<file path="src/sbce_pkg.sv">
`default_nettype none
package sbce_pkg;

  localparam int unsigned WordW   = 6;
  localparam int unsigned InstrW  = 24;
  localparam int unsigned OpGroup = 21;
  localparam int unsigned MulFrac = 16;

  typedef logic [WordW-1:0] word_t;
  typedef logic [2:0]       status_t;
  typedef logic [4:0]       op_t;

  // result status codes
  localparam status_t StOk     = 3'd0;
  localparam status_t StSkip   = 3'd1;
  localparam status_t StHalt   = 3'd2;
  localparam status_t StError  = 3'd3;
  localparam status_t StJmpUp  = 3'd4;
  localparam status_t StJmpDn  = 3'd5;
  localparam status_t StIoReq  = 3'd6;

  // operation codes inside a condition group
  localparam op_t OpAddR  = 5'd0;
  localparam op_t OpAddI  = 5'd1;
  localparam op_t OpSubR  = 5'd2;
  localparam op_t OpCmp   = 5'd3;
  localparam op_t OpOrR   = 5'd4;
  localparam op_t OpOrI   = 5'd5;
  localparam op_t OpXorR  = 5'd6;
  localparam op_t OpXorI  = 5'd7;
  localparam op_t OpAndR  = 5'd8;
  localparam op_t OpAndI  = 5'd9;
  localparam op_t OpShImm = 5'd10;
  localparam op_t OpShlR  = 5'd11;
  localparam op_t OpShrR  = 5'd12;
  localparam op_t OpLoad  = 5'd13;
  localparam op_t OpStore = 5'd14;
  localparam op_t OpLabel = 5'd15;
  localparam op_t OpJmpUp = 5'd16;
  localparam op_t OpJmpDn = 5'd17;
  localparam op_t OpIo    = 5'd18;
  localparam op_t OpMul   = 5'd19;

  // condition groups
  localparam logic [1:0] GrpAlways = 2'd0;
  localparam logic [1:0] GrpIfSet  = 2'd1;
  localparam logic [1:0] GrpIfClr  = 2'd2;

endpackage
`default_nettype wire

</file>
<file path="src/sbce_in_if.sv">
`default_nettype none
interface sbce_in_if;
  logic                              valid;
  logic                              ready;
  logic                              kind;
  logic [sbce_pkg::InstrW-1:0]       instr_word;
  logic [sbce_pkg::WordW-1:0]        return_reg;
  logic [sbce_pkg::WordW-1:0]        return_data;

  modport source (output valid, kind, instr_word, return_reg, return_data, input ready);
  modport sink (input valid, kind, instr_word, return_reg, return_data, output ready);
endinterface
`default_nettype wire

</file>
<file path="src/sbce_out_if.sv">
`default_nettype none
interface sbce_out_if;
  logic                       valid;
  logic                       ready;
  logic [2:0]                 status;
  logic                       flag_out;
  logic [11:0]                jump_label;
  logic [sbce_pkg::WordW-1:0] jump_key;
  logic [sbce_pkg::WordW-1:0] io_device;
  logic [sbce_pkg::WordW-1:0] io_write_data;
  logic [sbce_pkg::WordW-1:0] io_dest_reg;
  logic                       io_wants_read;

  modport source (output valid, status, flag_out, jump_label, jump_key, io_device,
                  io_write_data, io_dest_reg, io_wants_read, input ready);
  modport sink (input valid, status, flag_out, jump_label, jump_key, io_device,
                io_write_data, io_dest_reg, io_wants_read, output ready);
endinterface
`default_nettype wire

</file>
<file path="src/six_bit_cpu_execute_unit.sv">
// Pipeline: a word is accepted into stage 1 together with its register reads, and the
// result word goes into the output register when stage 1 fires.
// Throughput: one word per cycle unless the output stalls; a register-indirect load
// holds stage 1 for a second read, as its address comes out of the first read of the register file copies.
// Reset (synchronous, active low) clears the flag, the pipeline and the entry
// valid bits, so every register reads zero until it is written.
`default_nettype none
module six_bit_cpu_execute_unit (
  input  wire         clk,
  input  wire         rst_n,
  sbce_in_if.sink     in_ch,
  sbce_out_if.source  out_ch
);

  localparam int unsigned W = sbce_pkg::WordW;

  // two copies of the register file give two read ports
  logic [W-1:0] mem_p_r [64];
  logic [W-1:0] mem_q_r [64];
  logic [63:0]  ent_vld_r;

  logic [W-1:0] raw_p_r, raw_q_r, fwd_p_r, fwd_q_r;
  logic         zero_p_r, zero_q_r, use_p_r, use_q_r;

  logic                        s1_vld_r, s1_ph_r, flag_r;
  logic                        s1_kind_r;
  logic [sbce_pkg::InstrW-1:0] s1_word_r;
  logic [W-1:0]                s1_rreg_r, s1_rdat_r;

  logic                out_vld_r;
  logic [2:0]          o_status_r;
  logic                o_flag_r, o_wants_r;
  logic [11:0]         o_label_r;
  logic [W-1:0]        o_key_r, o_dev_r, o_wdat_r, o_dest_r;

  // stage 1 decode
  logic [W-1:0]       opc, fa, fb, fc, opm1;
  logic [1:0]         grp;
  sbce_pkg::op_t      op;
  logic               pass, ab_ports, ld_wait, s1_fire, in_acc, rd_en;
  logic [W-1:0]       va, vb, ra, rb, rc, x, y;
  logic               wr_en;
  logic [W-1:0]       wr_addr, wr_data;
  logic [2:0]         st;
  logic               flag_nxt, wants;
  logic [11:0]        label;
  logic [W-1:0]       key, dev, wdat, dest;
  logic [W-1:0]       ld_addr, addr_p, addr_q;
  logic               dev_ok, dev_rd;
  logic [2:0]         sh;
  logic [11:0]        uprod;
  logic signed [12:0] sprod;
  logic [4:0]         samt;
  logic [W-1:0]       sres;

  // input side decode for read port selection
  logic [W-1:0]  i_opc, i_m1;
  sbce_pkg::op_t i_op;

  function automatic sbce_pkg::op_t op_of(input logic [W-1:0] m1);
    if (m1 < W'(sbce_pkg::OpGroup)) return sbce_pkg::op_t'(m1);
    else if (m1 < W'(2*sbce_pkg::OpGroup)) return sbce_pkg::op_t'(m1 - W'(sbce_pkg::OpGroup));
    else return sbce_pkg::op_t'(m1 - W'(2*sbce_pkg::OpGroup));
  endfunction

  always_comb begin
    i_opc = in_ch.instr_word[23:18];
    i_m1  = i_opc - W'(1);
    i_op  = op_of(i_m1);
  end

  // stage 1 operand values
  assign va = zero_p_r ? '0 : (use_p_r ? fwd_p_r : raw_p_r);
  assign vb = zero_q_r ? '0 : (use_q_r ? fwd_q_r : raw_q_r);

  always_comb begin
    opc  = s1_word_r[23:18];
    fa   = s1_word_r[17:12];
    fb   = s1_word_r[11:6];
    fc   = s1_word_r[5:0];
    opm1 = opc - W'(1);
    op   = op_of(opm1);
    if (opm1 < W'(sbce_pkg::OpGroup)) grp = sbce_pkg::GrpAlways;
    else if (opm1 < W'(2*sbce_pkg::OpGroup)) grp = sbce_pkg::GrpIfSet;
    else grp = sbce_pkg::GrpIfClr;
    pass = !((grp == sbce_pkg::GrpIfSet && !flag_r) || (grp == sbce_pkg::GrpIfClr && flag_r));
    ab_ports = (op == sbce_pkg::OpStore) || (op == sbce_pkg::OpMul);
    ra = va;
    rb = ab_ports ? vb : va;
    rc = vb;
    ld_addr = rb + fc;

    dev_ok = (fb <= W'(4)) || (fb >= W'(16) && fb <= W'(23)) || (fb == W'(34));
    dev_rd = (fb == W'(0)) || (fb == W'(1)) || (fb == W'(3)) || (fb == W'(4)) ||
             (fb == W'(19)) || (fb == W'(34));

    // multiply
    uprod = {6'd0, ra} * {6'd0, rb};
    sprod = 13'(signed'(ra)) * 13'(signed'(rb));
    samt  = (fc - W'(sbce_pkg::MulFrac) > W'(31)) ? 5'd31 : 5'(fc - W'(sbce_pkg::MulFrac));

    // immediate shift or rotate
    sh = fc[2:0];
    case (fc[4:3])
      2'd0: sres = (sh >= 3'd6) ? '0 : W'(rb << sh);
      2'd1: sres = (sh >= 3'd6) ? '0 : W'(rb >> sh);
      2'd2: sres = W'($signed(rb) >>> sh);
      default: begin
        case (sh)
          3'd1, 3'd7: sres = {rb[4:0], rb[5]};
          3'd2: sres = {rb[3:0], rb[5:4]};
          3'd3: sres = {rb[2:0], rb[5:3]};
          3'd4: sres = {rb[1:0], rb[5:2]};
          3'd5: sres = {rb[0], rb[5:1]};
          default: sres = rb;
        endcase
      end
    endcase

    // compare operands
    if (fa < W'(8)) begin
      x = rb; y = rc;
    end else if (fa < W'(16)) begin
      x = rc; y = rb;
    end else if (fa < W'(24)) begin
      x = rb; y = fc;
    end else begin
      x = fb; y = rc;
    end

    st = sbce_pkg::StOk;
    flag_nxt = flag_r;
    wr_en = 1'b0;
    wr_addr = fa;
    wr_data = '0;
    label = '0; key = '0; dev = '0; wdat = '0; dest = '0; wants = 1'b0;
    ld_wait = 1'b0;

    if (s1_kind_r) begin
      wr_en = 1'b1;
      wr_addr = s1_rreg_r;
      wr_data = s1_rdat_r;
    end else if (opc == '0) begin
      st = sbce_pkg::StHalt;
    end else if (!pass) begin
      st = sbce_pkg::StSkip;
    end else begin
      case (op)
        sbce_pkg::OpAddR: begin wr_en = 1'b1; wr_data = rb + rc; end
        sbce_pkg::OpAddI: begin wr_en = 1'b1; wr_data = rb + fc; end
        sbce_pkg::OpSubR: begin wr_en = 1'b1; wr_data = rb - rc; end
        sbce_pkg::OpCmp: begin
          case (fa[2:0])
            3'd0: flag_nxt = 1'b1;
            3'd1: flag_nxt = 1'b0;
            3'd2: flag_nxt = (x == y);
            3'd3: flag_nxt = (x != y);
            3'd4: flag_nxt = ($signed(x) < $signed(y));
            3'd5: flag_nxt = ($signed(x) > $signed(y));
            3'd6: flag_nxt = (x < y);
            default: flag_nxt = (x > y);
          endcase
        end
        sbce_pkg::OpOrR:  begin wr_en = 1'b1; wr_data = rb | rc; end
        sbce_pkg::OpOrI:  begin wr_en = 1'b1; wr_data = rb | fc; end
        sbce_pkg::OpXorR: begin wr_en = 1'b1; wr_data = rb ^ rc; end
        sbce_pkg::OpXorI: begin wr_en = 1'b1; wr_data = rb ^ fc; end
        sbce_pkg::OpAndR: begin wr_en = 1'b1; wr_data = rb & rc; end
        sbce_pkg::OpAndI: begin wr_en = 1'b1; wr_data = rb & fc; end
        sbce_pkg::OpShImm: begin
          if (fc[5]) st = sbce_pkg::StError;
          else begin wr_en = 1'b1; wr_data = sres; end
        end
        sbce_pkg::OpShlR: begin
          wr_en = 1'b1; wr_data = (rc >= W'(6)) ? '0 : W'(rb << rc[2:0]);
        end
        sbce_pkg::OpShrR: begin
          wr_en = 1'b1; wr_data = (rc >= W'(6)) ? '0 : W'(rb >> rc[2:0]);
        end
        sbce_pkg::OpLoad: begin
          // the first phase reads the word at the load address, the second writes it
          if (!s1_ph_r) ld_wait = 1'b1;
          else begin wr_en = 1'b1; wr_data = va; end
        end
        sbce_pkg::OpStore: begin wr_en = 1'b1; wr_addr = ld_addr; wr_data = ra; end
        sbce_pkg::OpLabel: ;
        sbce_pkg::OpJmpUp, sbce_pkg::OpJmpDn: begin
          st = (op == sbce_pkg::OpJmpUp) ? sbce_pkg::StJmpUp : sbce_pkg::StJmpDn;
          label = {fa, fb};
          key = rc;
        end
        sbce_pkg::OpIo: begin
          if (!dev_ok) st = sbce_pkg::StError;
          else begin
            st = sbce_pkg::StIoReq;
            dev = fb; wdat = rc; dest = fa; wants = dev_rd;
            if (fb == W'(2)) begin wr_en = 1'b1; wr_data = '0; end
          end
        end
        sbce_pkg::OpMul: begin
          wr_en = 1'b1;
          if (fc < W'(sbce_pkg::MulFrac)) wr_data = W'(uprod >> fc[3:0]);
          else wr_data = W'(sprod >>> samt);
        end
        default: st = sbce_pkg::StHalt;
      endcase
    end
    if (wr_addr == '0) wr_en = 1'b0;
  end

  // handshakes
  assign s1_fire = s1_vld_r && !ld_wait && (!out_vld_r || out_ch.ready);
  assign in_ch.ready = !s1_vld_r || s1_fire;
  assign in_acc = in_ch.valid && in_ch.ready;
  assign rd_en = in_acc || (s1_vld_r && ld_wait);

  // read addresses: the load address while a load waits, else from the new word
  always_comb begin
    if (s1_vld_r && ld_wait) begin
      addr_p = ld_addr;
      addr_q = ld_addr;
    end else if ((i_op == sbce_pkg::OpStore) || (i_op == sbce_pkg::OpMul)) begin
      addr_p = in_ch.instr_word[17:12];
      addr_q = in_ch.instr_word[11:6];
    end else begin
      addr_p = in_ch.instr_word[11:6];
      addr_q = in_ch.instr_word[5:0];
    end
  end

  // register file copies, written together
  always_ff @(posedge clk) begin
    if (s1_fire && wr_en) begin
      mem_p_r[wr_addr] <= wr_data;
      mem_q_r[wr_addr] <= wr_data;
    end
    if (rd_en) begin
      raw_p_r <= mem_p_r[addr_p];
      raw_q_r <= mem_q_r[addr_q];
    end
  end

  // read qualifiers with forwarding of the write at the same edge
  always_ff @(posedge clk) begin
    if (rd_en) begin
      zero_p_r <= (addr_p == '0) || !(ent_vld_r[addr_p] || (s1_fire && wr_en && wr_addr == addr_p));
      zero_q_r <= (addr_q == '0) || !(ent_vld_r[addr_q] || (s1_fire && wr_en && wr_addr == addr_q));
      use_p_r  <= s1_fire && wr_en && (wr_addr == addr_p);
      use_q_r  <= s1_fire && wr_en && (wr_addr == addr_q);
      fwd_p_r  <= wr_data;
      fwd_q_r  <= wr_data;
    end
  end

  // pipeline control, flag and output word register
  always_ff @(posedge clk) begin
    if (!rst_n) begin
      ent_vld_r <= '0;
      s1_vld_r  <= 1'b0;
      s1_ph_r   <= 1'b0;
      flag_r    <= 1'b0;
      out_vld_r <= 1'b0;
    end else begin
      if (s1_fire && wr_en) ent_vld_r[wr_addr] <= 1'b1;
      if (s1_fire) flag_r <= flag_nxt;
      if (in_acc) begin
        s1_vld_r <= 1'b1;
        s1_ph_r  <= 1'b0;
      end else if (s1_fire) begin
        s1_vld_r <= 1'b0;
      end else if (s1_vld_r && ld_wait) begin
        s1_ph_r <= 1'b1;
      end
      if (s1_fire) out_vld_r <= 1'b1;
      else if (out_ch.ready) out_vld_r <= 1'b0;
    end
  end

  // payload registers
  always_ff @(posedge clk) begin
    if (in_acc) begin
      s1_kind_r <= in_ch.kind;
      s1_word_r <= in_ch.instr_word;
      s1_rreg_r <= in_ch.return_reg;
      s1_rdat_r <= in_ch.return_data;
    end
    if (s1_fire) begin
      o_status_r <= st;
      o_flag_r   <= flag_nxt;
      o_label_r  <= label;
      o_key_r    <= key;
      o_dev_r    <= dev;
      o_wdat_r   <= wdat;
      o_dest_r   <= dest;
      o_wants_r  <= wants;
    end
  end

  assign out_ch.valid         = out_vld_r;
  assign out_ch.status        = o_status_r;
  assign out_ch.flag_out      = o_flag_r;
  assign out_ch.jump_label    = o_label_r;
  assign out_ch.jump_key      = o_key_r;
  assign out_ch.io_device     = o_dev_r;
  assign out_ch.io_write_data = o_wdat_r;
  assign out_ch.io_dest_reg   = o_dest_r;
  assign out_ch.io_wants_read = o_wants_r;

endmodule
`default_nettype wire
</file>
<file path="src/flat_wrapper.sv">
// flat-port wrapper written by rule: the top's interface ports become plain ports
module six_bit_cpu_execute_unit_flat 
  (clk, rst_n, in_ch_valid, in_ch_kind, in_ch_instr_word, in_ch_return_reg, in_ch_return_data, in_ch_ready, out_ch_valid, out_ch_status, out_ch_flag_out, out_ch_jump_label, out_ch_jump_key, out_ch_io_device, out_ch_io_write_data, out_ch_io_dest_reg, out_ch_io_wants_read, out_ch_ready);
  sbce_in_if in_ch_i ();
  sbce_out_if out_ch_i ();
  input  wire clk;
  input  wire rst_n;
  input wire logic [$bits(in_ch_i.valid)-1:0] in_ch_valid;
  input wire logic [$bits(in_ch_i.kind)-1:0] in_ch_kind;
  input wire logic [$bits(in_ch_i.instr_word)-1:0] in_ch_instr_word;
  input wire logic [$bits(in_ch_i.return_reg)-1:0] in_ch_return_reg;
  input wire logic [$bits(in_ch_i.return_data)-1:0] in_ch_return_data;
  output wire logic [$bits(in_ch_i.ready)-1:0] in_ch_ready;
  output wire logic [$bits(out_ch_i.valid)-1:0] out_ch_valid;
  output wire logic [$bits(out_ch_i.status)-1:0] out_ch_status;
  output wire logic [$bits(out_ch_i.flag_out)-1:0] out_ch_flag_out;
  output wire logic [$bits(out_ch_i.jump_label)-1:0] out_ch_jump_label;
  output wire logic [$bits(out_ch_i.jump_key)-1:0] out_ch_jump_key;
  output wire logic [$bits(out_ch_i.io_device)-1:0] out_ch_io_device;
  output wire logic [$bits(out_ch_i.io_write_data)-1:0] out_ch_io_write_data;
  output wire logic [$bits(out_ch_i.io_dest_reg)-1:0] out_ch_io_dest_reg;
  output wire logic [$bits(out_ch_i.io_wants_read)-1:0] out_ch_io_wants_read;
  input wire logic [$bits(out_ch_i.ready)-1:0] out_ch_ready;
  assign in_ch_i.valid = in_ch_valid;
  assign in_ch_i.kind = in_ch_kind;
  assign in_ch_i.instr_word = in_ch_instr_word;
  assign in_ch_i.return_reg = in_ch_return_reg;
  assign in_ch_i.return_data = in_ch_return_data;
  assign in_ch_ready = in_ch_i.ready;
  assign out_ch_valid = out_ch_i.valid;
  assign out_ch_status = out_ch_i.status;
  assign out_ch_flag_out = out_ch_i.flag_out;
  assign out_ch_jump_label = out_ch_i.jump_label;
  assign out_ch_jump_key = out_ch_i.jump_key;
  assign out_ch_io_device = out_ch_i.io_device;
  assign out_ch_io_write_data = out_ch_i.io_write_data;
  assign out_ch_io_dest_reg = out_ch_i.io_dest_reg;
  assign out_ch_io_wants_read = out_ch_i.io_wants_read;
  assign out_ch_i.ready = out_ch_ready;
  six_bit_cpu_execute_unit u_core (.clk(clk), .rst_n(rst_n), .in_ch(in_ch_i), .out_ch(out_ch_i));
endmodule
</file>
<file path="config.mk">
export PLATFORM = sky130hd
export DESIGN_NAME = six_bit_cpu_execute_unit_flat
export DESIGN_NICKNAME = d
export VERILOG_FILES = /design/src/sbce_pkg.sv /design/src/sbce_in_if.sv /design/src/sbce_out_if.sv /design/src/six_bit_cpu_execute_unit.sv /design/src/flat_wrapper.sv
export SDC_FILE = /design/constraint.sdc
export NUM_CORES = 1
export LEC_CHECK = 0
export BUFFER_PORTS_ARGS = -buffer_cell sky130_fd_sc_hd__buf_2
export CORE_UTILIZATION = 60
export DETAILED_ROUTE_END_ITERATION = 10
export PLACE_DENSITY = 0.77
export SETUP_SLACK_MARGIN = 0.1
export SYNTH_ARGS = -nofsm -noshare
export SYNTH_HDL_FRONTEND = slang
export SYNTH_SLANG_ARGS = --single-unit
</file>
<file path="constraint.sdc">
create_clock -name clk -period 22 [get_ports clk]
set_input_delay 3.3 -clock clk [delete_from_list [all_inputs] [get_ports clk]]
set_output_delay 3.3 -clock clk [all_outputs]
set_load 0.005 [all_outputs]
</file>
==> run summary, run 1 <==
OUTCOME
--------------------------------------------------------------------------------------------------
Result of the run                                                                     finished, final reports clean

FLOORPLANNING
--------------------------------------------------------------------------------------------------
Width of the die                                                                            241 um
DIE HEIGHT                                                                                  241 um
Total Die Area                                                                        0.0581 sq mm
I/O Pins                                                                                        84
Placeable core region                                                                 0.0564 sq mm
Std cell rows                                                                                   87
Effective utilization at floorplan                                                           0.608

TIMING
--------------------------------------------------------------------------------------------------
Number of slew-limit violations in the final report                                              0
Number of endpoints with negative hold slack in the final report                                 0
Post-route fraction of the period consumed by the critical path                              0.563
Worst-case clock skew                                                                      21.4 ps
Worst-Margin Slew                                                                          1090 ps
Final TNS setup                                                                               0 ps
Tightest slew margin relative to the limit                                                   0.265
Highest Clock Rate                                                                      0.0808 GHz
Final Critical Period                                                                    12,380 ps
Post-route worst hold slack                                                                 485 ps
Unrepaired setup endpoints after global routing                                              false
Total setup violations reported at the end of the flow                                           0

CRITICAL PATH
--------------------------------------------------------------------------------------------------
Required time of the worst setup path                                                    22,270 ps
Worst stage delay on the critical path                                                      820 ps
Worst setup startpoint                                                                u_core.s1_word_r[18]
Sort of element at the end of the critical path                                               flop
Reg-to-reg critical path startpoint                                                   u_core.s1_word_r[18]
Startpoint type of the worst setup path                                                       flop
Crit Reg-Reg Endpoint                                                                 u_core.mem_q_r[33][4]
Data arrival time at the worst-slack endpoint                                            12,650 ps
Max Fanout on Critical Path                                                                     65
Slowest cell on the critical path                                                     sky130_fd_sc_hd__edfxtp_1
Reg2reg setup slack                                                                        9620 ps
Register-to-Register Path Depth                                                                 36
Last element of the critical path                                                     u_core.mem_q_r[33][4]
Path type of the worst setup path                                                          reg2reg

DETAILED ROUTING
--------------------------------------------------------------------------------------------------
Met2 Routed Length                                                                       47,600 um
Met1 wire length                                                                         43,300 um
Total wirelength of the detailed-routed design                                          109,000 um
Highest metal layer used by the detailed router                                               met5
Number of detailed-route iterations in the first pass                                            8
Vias after detailed routing                                                                 27,802
Routed met3 length                                                                       13,800 um
Average detailed-routed wire length per instance                                           27.1 um
Post-route DRC violation count                                                                   0
Average via count per standard cell                                                           6.92
Number of DRC markers after the initial detailed-route iteration                             3,907
Antenna Violating Nets Remaining                                                                 0

POWER
--------------------------------------------------------------------------------------------------
Total power per unit cell area                                                        83.9 mW/mm^2
Peak supply drop                                                                           71.1 uV
Leakage Power                                                                              14.4 nW

GLOBAL ROUTE
--------------------------------------------------------------------------------------------------
Aggregate global routing overflow                                                                0
Number of global-route vias before repair                                                   26,525
Wire length of the first global-routing pass                                            162,000 um
Pin count of the biggest net entering global routing                                           143
Total routing usage reported by global routing                                               0.371
Initial antenna violation count                                                                  3

YOSYS
--------------------------------------------------------------------------------------------------
Most frequently used cell type in the post-synthesis netlist                          sky130_fd_sc_hd__edfxtp_1
Synthesized instance count                                                                   3,228
Share of async-settable or async-resettable flops after synthesis                                0
Number of warnings printed during yosys synthesis                                                0
Area share of the largest cell type after synthesis                                          0.424
Area of the mapped netlist                                                            0.0343 sq mm
Number of synthesized register bits                                                            552
Number of distinct library cells after synthesis                                               104
Dominant cells by area after synthesis                                                sky130_fd_sc_hd__edfxtp_1 42%, sky130_fd_sc_hd__mux2i_1 12%, sky130_fd_sc_hd__dfxtp_1 4.0%
Most instantiated cells after synthesis                                               484 x sky130_fd_sc_hd__edfxtp_1, 422 x sky130_fd_sc_hd__mux2i_1, 361 x sky130_fd_sc_hd__nand2_1
Largest area contributor in the synthesized netlist                                   sky130_fd_sc_hd__edfxtp_1
Most used DFF post-synth                                                              sky130_fd_sc_hd__edfxtp_1
Number of enable-type register cells in the synthesized netlist                                484
Sequential share of the synthesized area                                                     0.464
Syn_area_per_cell                                                                       10.6 sq um

CTS
--------------------------------------------------------------------------------------------------
CTS hold repair buffers                                                                          0
Maximum clock path buffer count                                                                  3
Clock tree from TritonCTS                                                                    built
Clock Sink Count                                                                               552
Post-cts gate resize count                                                                       0
Total clock buffers created by CTS                                                              57
Clock Latency Late Sink                                                                     630 ps
Library cell used as clock root buffer                                                sky130_fd_sc_hd__clkbuf_16
Post-CTS setup buffers                                                                           0
Level count of the clock H-tree                                                                  2
Clock transition time at the flip-flop clock pins of the worst setup and hold paths          70 ps

LAYOUT
--------------------------------------------------------------------------------------------------
Biggest register                                                                      u_core.mem_q_r
Largest registers                                                                     u_core.mem_q_r: 384 flops, u_core.ent_vld_r: 64 flops, u_core.s1_word_r: 24 flops
Layout overhead on the synthesized area                                                      8.26%
Proportion of layout cells with a drive suffix above 1                                       0.131
Final-stage net count                                                                        3,362
Number of flip-flops under the largest register name                                           384

WORST HOLD PATH
--------------------------------------------------------------------------------------------------
Worst min-delay path class                                                                 reg2reg
Number of cells on the worst hold path                                                           1

RUN
--------------------------------------------------------------------------------------------------
Max-Cap Viols                                                                                    0

PLACE
--------------------------------------------------------------------------------------------------
GP Congestion                                                                                0.998
Half-perimeter wire length after placement                                               74,200 um
Port Buffers                                                                                    83

power breakdown:
group          internal, mW  total [mW]  switching [mW]
clock                 0.583        1.00           0.417
combinational         0.311       0.906           0.595
sequential             1.19        1.21          0.0171
worst max-delay path, delay by kind of cell (launching register included):
| family | cells | cell delay (ps) |
|---|---|---|
| muxes | 1 | 550 |
| xor gates and xnor gates | 1 | 230 |
| and+or+nand+nor | 5 | 1900 |
| buffers and inverters | 6 | 1290 |
| DFF | 1 | 820 |
| adders and majority gates | 7 | 3290 |
| AOI/OAI and AO/OA | 16 | 3820 |
logic make-up (layout without fill, tap and decap cells):
family | Yosys count | count (layout) | share of synthesized area
adders and majority gates | 107 | 107 | 0.0478
other | 1 | 9 | 0.000109
muxes | 535 | 535 | 0.162
DFF | 552 | 552 | 0.464
and+or+nand+nor | 980 | 980 | 0.133
AOI/OAI and AO/OA | 665 | 665 | 0.135
buffers and inverters | 325 | 353 | 0.0414
xor gates and xnor gates | 63 | 63 | 0.0161
layout make-up:
cell class              instances  area (sq um)
repair buffers                147           921
flip-flops and latches        552         15900
diodes                          2          5.00
fillers                      4309         19300
well taps                     756           946
multi-input cells            2357         17100
clock inverters                30           377
inverters                      99           372
clock buffers                  77          1530
metrics by stage:
stage	setup slack (ps)	area, sq um	utilization	cells	power (mW)
after floorplan	11020	34300	-	3234	1.84
after global placement	9940	35200	0.624	3910	2.08
after detailed placement	9680	35200	0.624	3910	2.10
after CTS	9640	37100	0.658	4017	3.08
after global routing	8950	37100	0.658	4018	3.21
final	9620	37100	0.658	4020	3.11
placed cells by master (no fill, tap or decap), drive strengths merged, types with 73 or more instances in the layout:
cell type  synthesis  routed
mux2i            425     425
nand3            150     150
buf              105     147
mux2             105     105
nand2            361     361
edfxtp           484     484
inv               97      99
nor2             248     248
o21a              73      73
a21oi            124     124
o21ai            121     121
clkbuf           121      77
worst min path at each step:
stage / startpoint / end / slack [ps]
5_1_grt: u_core.ent_vld_r[26] / u_core.ent_vld_r[26] / 500
6_report: u_core.ent_vld_r[0] / u_core.ent_vld_r[0] / 480
2_1_floorplan: u_core.ent_vld_r[0] / u_core.ent_vld_r[0] / 430
4_1_cts: u_core.ent_vld_r[0] / u_core.ent_vld_r[0] / 470
3_5_place_dp: u_core.ent_vld_r[0] / u_core.ent_vld_r[0] / 450
3_3_place_gp: u_core.ent_vld_r[0] / u_core.ent_vld_r[0] / 440
layer usage:
metal / GRT usage / vias to the layer above
li1: - / 12049
met1: 0.520 / 13442
met2: 0.548 / 1981
met3: 0.0945 / 326
met4: 0.152 / 4
met5: 0 / -
No activity file was read; power rests on OpenSTA's default activity.
==> run 2: changes to the inputs <==
==> constraint.sdc (replaced) <==
create_clock -name clk -period 11.9 [get_ports clk]
set_input_delay 1.785 -clock clk [delete_from_list [all_inputs] [get_ports clk]]
set_output_delay 1.785 -clock clk [all_outputs]
set_load 0.005 [all_outputs]
==> run 2 against run 1 <==
Compared with the run above:
- utilization fell by 0.19 points
- power grew 82%
- clock skew is 13 ps higher
- critical endpoint is now u_core.mem_q_r[40][4]
- via count is 0.99% higher
- maximum frequency grew 11%
- clock-buffer cell count down 3
- final area down 0.29%
- global-route usage down 0.31 points
- die area unchanged
- critical path type unchanged
- sequential share of layout area rose by 0.13 points
==> run summary, run 2 (synthesis gave the netlist of run 1 again) <==
OUTCOME
--------------------------------------------------------------------------------------------------
Result of the run                                                                     finished, final reports clean

TIMING
--------------------------------------------------------------------------------------------------
Final TNS setup                                                                               0 ps
Number of endpoints with negative hold slack in the final report                                 0
Worst-Margin Slew                                                                          1120 ps
Final Critical Period                                                                    11,160 ps
Worst-case clock skew                                                                      34.0 ps
Total setup violations reported at the end of the flow                                           0
Post-route fraction of the period consumed by the critical path                              0.938
Number of slew-limit violations in the final report                                              0
Unrepaired setup endpoints after global routing                                              false
Post-route worst setup slack                                                                742 ps
Highest Clock Rate                                                                      0.0896 GHz
Tightest slew margin relative to the limit                                                   0.233

CTS
--------------------------------------------------------------------------------------------------
Clock tree from TritonCTS                                                                    built
Level count of the clock H-tree                                                                  2
Clock transition time at the flip-flop clock pins of the worst setup and hold paths          60 ps
CTS hold repair buffers                                                                          0
Post-cts gate resize count                                                                       0
Clock Latency Late Sink                                                                     640 ps
Maximum clock path buffer count                                                                  3
Total clock buffers created by CTS                                                              55
Library cell used as clock root buffer                                                sky130_fd_sc_hd__clkbuf_16
Clock Sink Count                                                                               552
Post-CTS setup buffers                                                                           0

DETAILED ROUTING
--------------------------------------------------------------------------------------------------
Met1 wire length                                                                         41,200 um
Number of detailed-route iterations in the first pass                                            8
Routed met3 length                                                                       15,200 um
Average via count per standard cell                                                           7.00
Met2 Routed Length                                                                       47,900 um
Average detailed-routed wire length per instance                                           27.2 um
Post-route DRC violation count                                                                   0
Number of DRC markers after the initial detailed-route iteration                             4,387
Antenna Violating Nets Remaining                                                                 0
Total wirelength of the detailed-routed design                                          109,000 um
Highest metal layer used by the detailed router                                               met5
Vias after detailed routing                                                                 28,076

LAYOUT
--------------------------------------------------------------------------------------------------
Proportion of layout cells with a drive suffix above 1                                       0.130
Most used cells in the layout excluding fill and tap cells                            484 x sky130_fd_sc_hd__edfxtp_1, 422 x sky130_fd_sc_hd__mux2i_1, 358 x sky130_fd_sc_hd__nand2_1
Biggest register                                                                      u_core.mem_q_r
Non-Filler Cell Area, Final                                                           0.0370 sq mm
Most common cell after layout, fill and taps aside                                    sky130_fd_sc_hd__edfxtp_1
Largest registers                                                                     u_core.mem_q_r: 384 flops, u_core.ent_vld_r: 64 flops, u_core.s1_word_r: 24 flops
Final design utilization                                                                     0.656
Area used by multi-input combinational logic                                          0.0171 sq mm
Number of inserted diodes                                                                        0
Number of flip-flops under the largest register name                                           384
Filler cell count                                                                            4,280
Post-route insts no fill                                                                     4,010
Layout overhead on the synthesized area                                                      7.95%
Final-stage net count                                                                        3,355
Register area                                                                         0.0159 sq mm

GLOBAL ROUTE
--------------------------------------------------------------------------------------------------
Total routing usage reported by global routing                                               0.368
Aggregate global routing overflow                                                                0
Wire length of the first global-routing pass                                            160,000 um
Pin count of the biggest net entering global routing                                            99
Initial antenna violation count                                                                  2
Number of global-route vias before repair                                                   26,719

PLACE
--------------------------------------------------------------------------------------------------
Setup slack at placement                                                                    982 ps
Port Buffers                                                                                    83
Placed cell areas                                                                     0.0352 sq mm
Placed instance count                                                                        3,906
GP Congestion                                                                                 1.02
Half-perimeter wire length after placement                                               73,100 um

FLOORPLANNING
--------------------------------------------------------------------------------------------------
Std cell rows                                                                                   87
DIE HEIGHT                                                                                  241 um
Width of the die                                                                            241 um
Placeable core region                                                                 0.0564 sq mm
Total Die Area                                                                        0.0581 sq mm
Effective utilization at floorplan                                                           0.608
I/O Pins                                                                                        84

CRITICAL PATH
--------------------------------------------------------------------------------------------------
Worst stage delay on the critical path                                                      630 ps
Max Fanout on Critical Path                                                                     65
Startpoint type of the worst setup path                                                       flop
Sort of element at the end of the critical path                                               flop
Path type of the worst setup path                                                          reg2reg
Slowest cell on the critical path                                                     sky130_fd_sc_hd__or4_1
Crit path max-delay family                                                             adder cells
CP bufs+invs                                                                                     7
Data arrival time at the worst-slack endpoint                                            11,430 ps
Required time of the worst setup path                                                    12,170 ps

POWER
--------------------------------------------------------------------------------------------------
Leakage Power                                                                              14.3 nW
Total power per unit cell area                                                         153 mW/mm^2
Peak supply drop                                                                            121 uV

RUN
--------------------------------------------------------------------------------------------------
Max-Cap Viols                                                                                    0

WORST HOLD PATH
--------------------------------------------------------------------------------------------------
Worst min-delay path class                                                                 reg2reg

-- run 2: power by group --
part	total, mW	internal, mW	switching (mW)	leakage [nW]
Sequential	2.24	2.20	0.0340	5.06
Combinational	1.67	0.572	1.10	8.34
Clock	1.77	0.997	0.773	0.887
-- run 2: layer usage --
layer,track usage,vias to the layer above
met1,0.504,13594
met4,0.135,4
met5,0,-
met2,0.562,2072
li1,-,12014
met3,0.0969,392
-- run 2: cell type report --
cell class	instances	share of cell area
flip-flops and latches	552	0.429
repair buffers	142	0.0242
clock inverters	30	0.00825
multi-input cells	2357	0.461
clock buffers	74	0.0413
inverters	99	0.0100
well taps	756	0.0256
-- run 2: stage by stage --
| step | power [mW] | hold slack (ps) |
|---|---|---|
| after detailed placement | 3.88 | 458 |
| after floorplan | 3.40 | 430 |
| after CTS | 5.61 | 475 |
| after global routing | 5.84 | 507 |
| after global placement | 3.84 | 443 |
| final | 5.67 | 470 |
-- run 2: final timing paths --
kind | startpoint | endpoint | slack [ps] | cells after the start
max reg2reg | u_core.s1_word_r[19] | u_core.mem_q_r[40][4] | 740 | 37
min reg2reg | u_core.ent_vld_r[0] | u_core.ent_vld_r[0] | 470 | 1
min | u_core.ent_vld_r[0] | u_core.ent_vld_r[0] | 470 | 1
max | u_core.s1_word_r[19] | u_core.mem_q_r[40][4] | 740 | 37
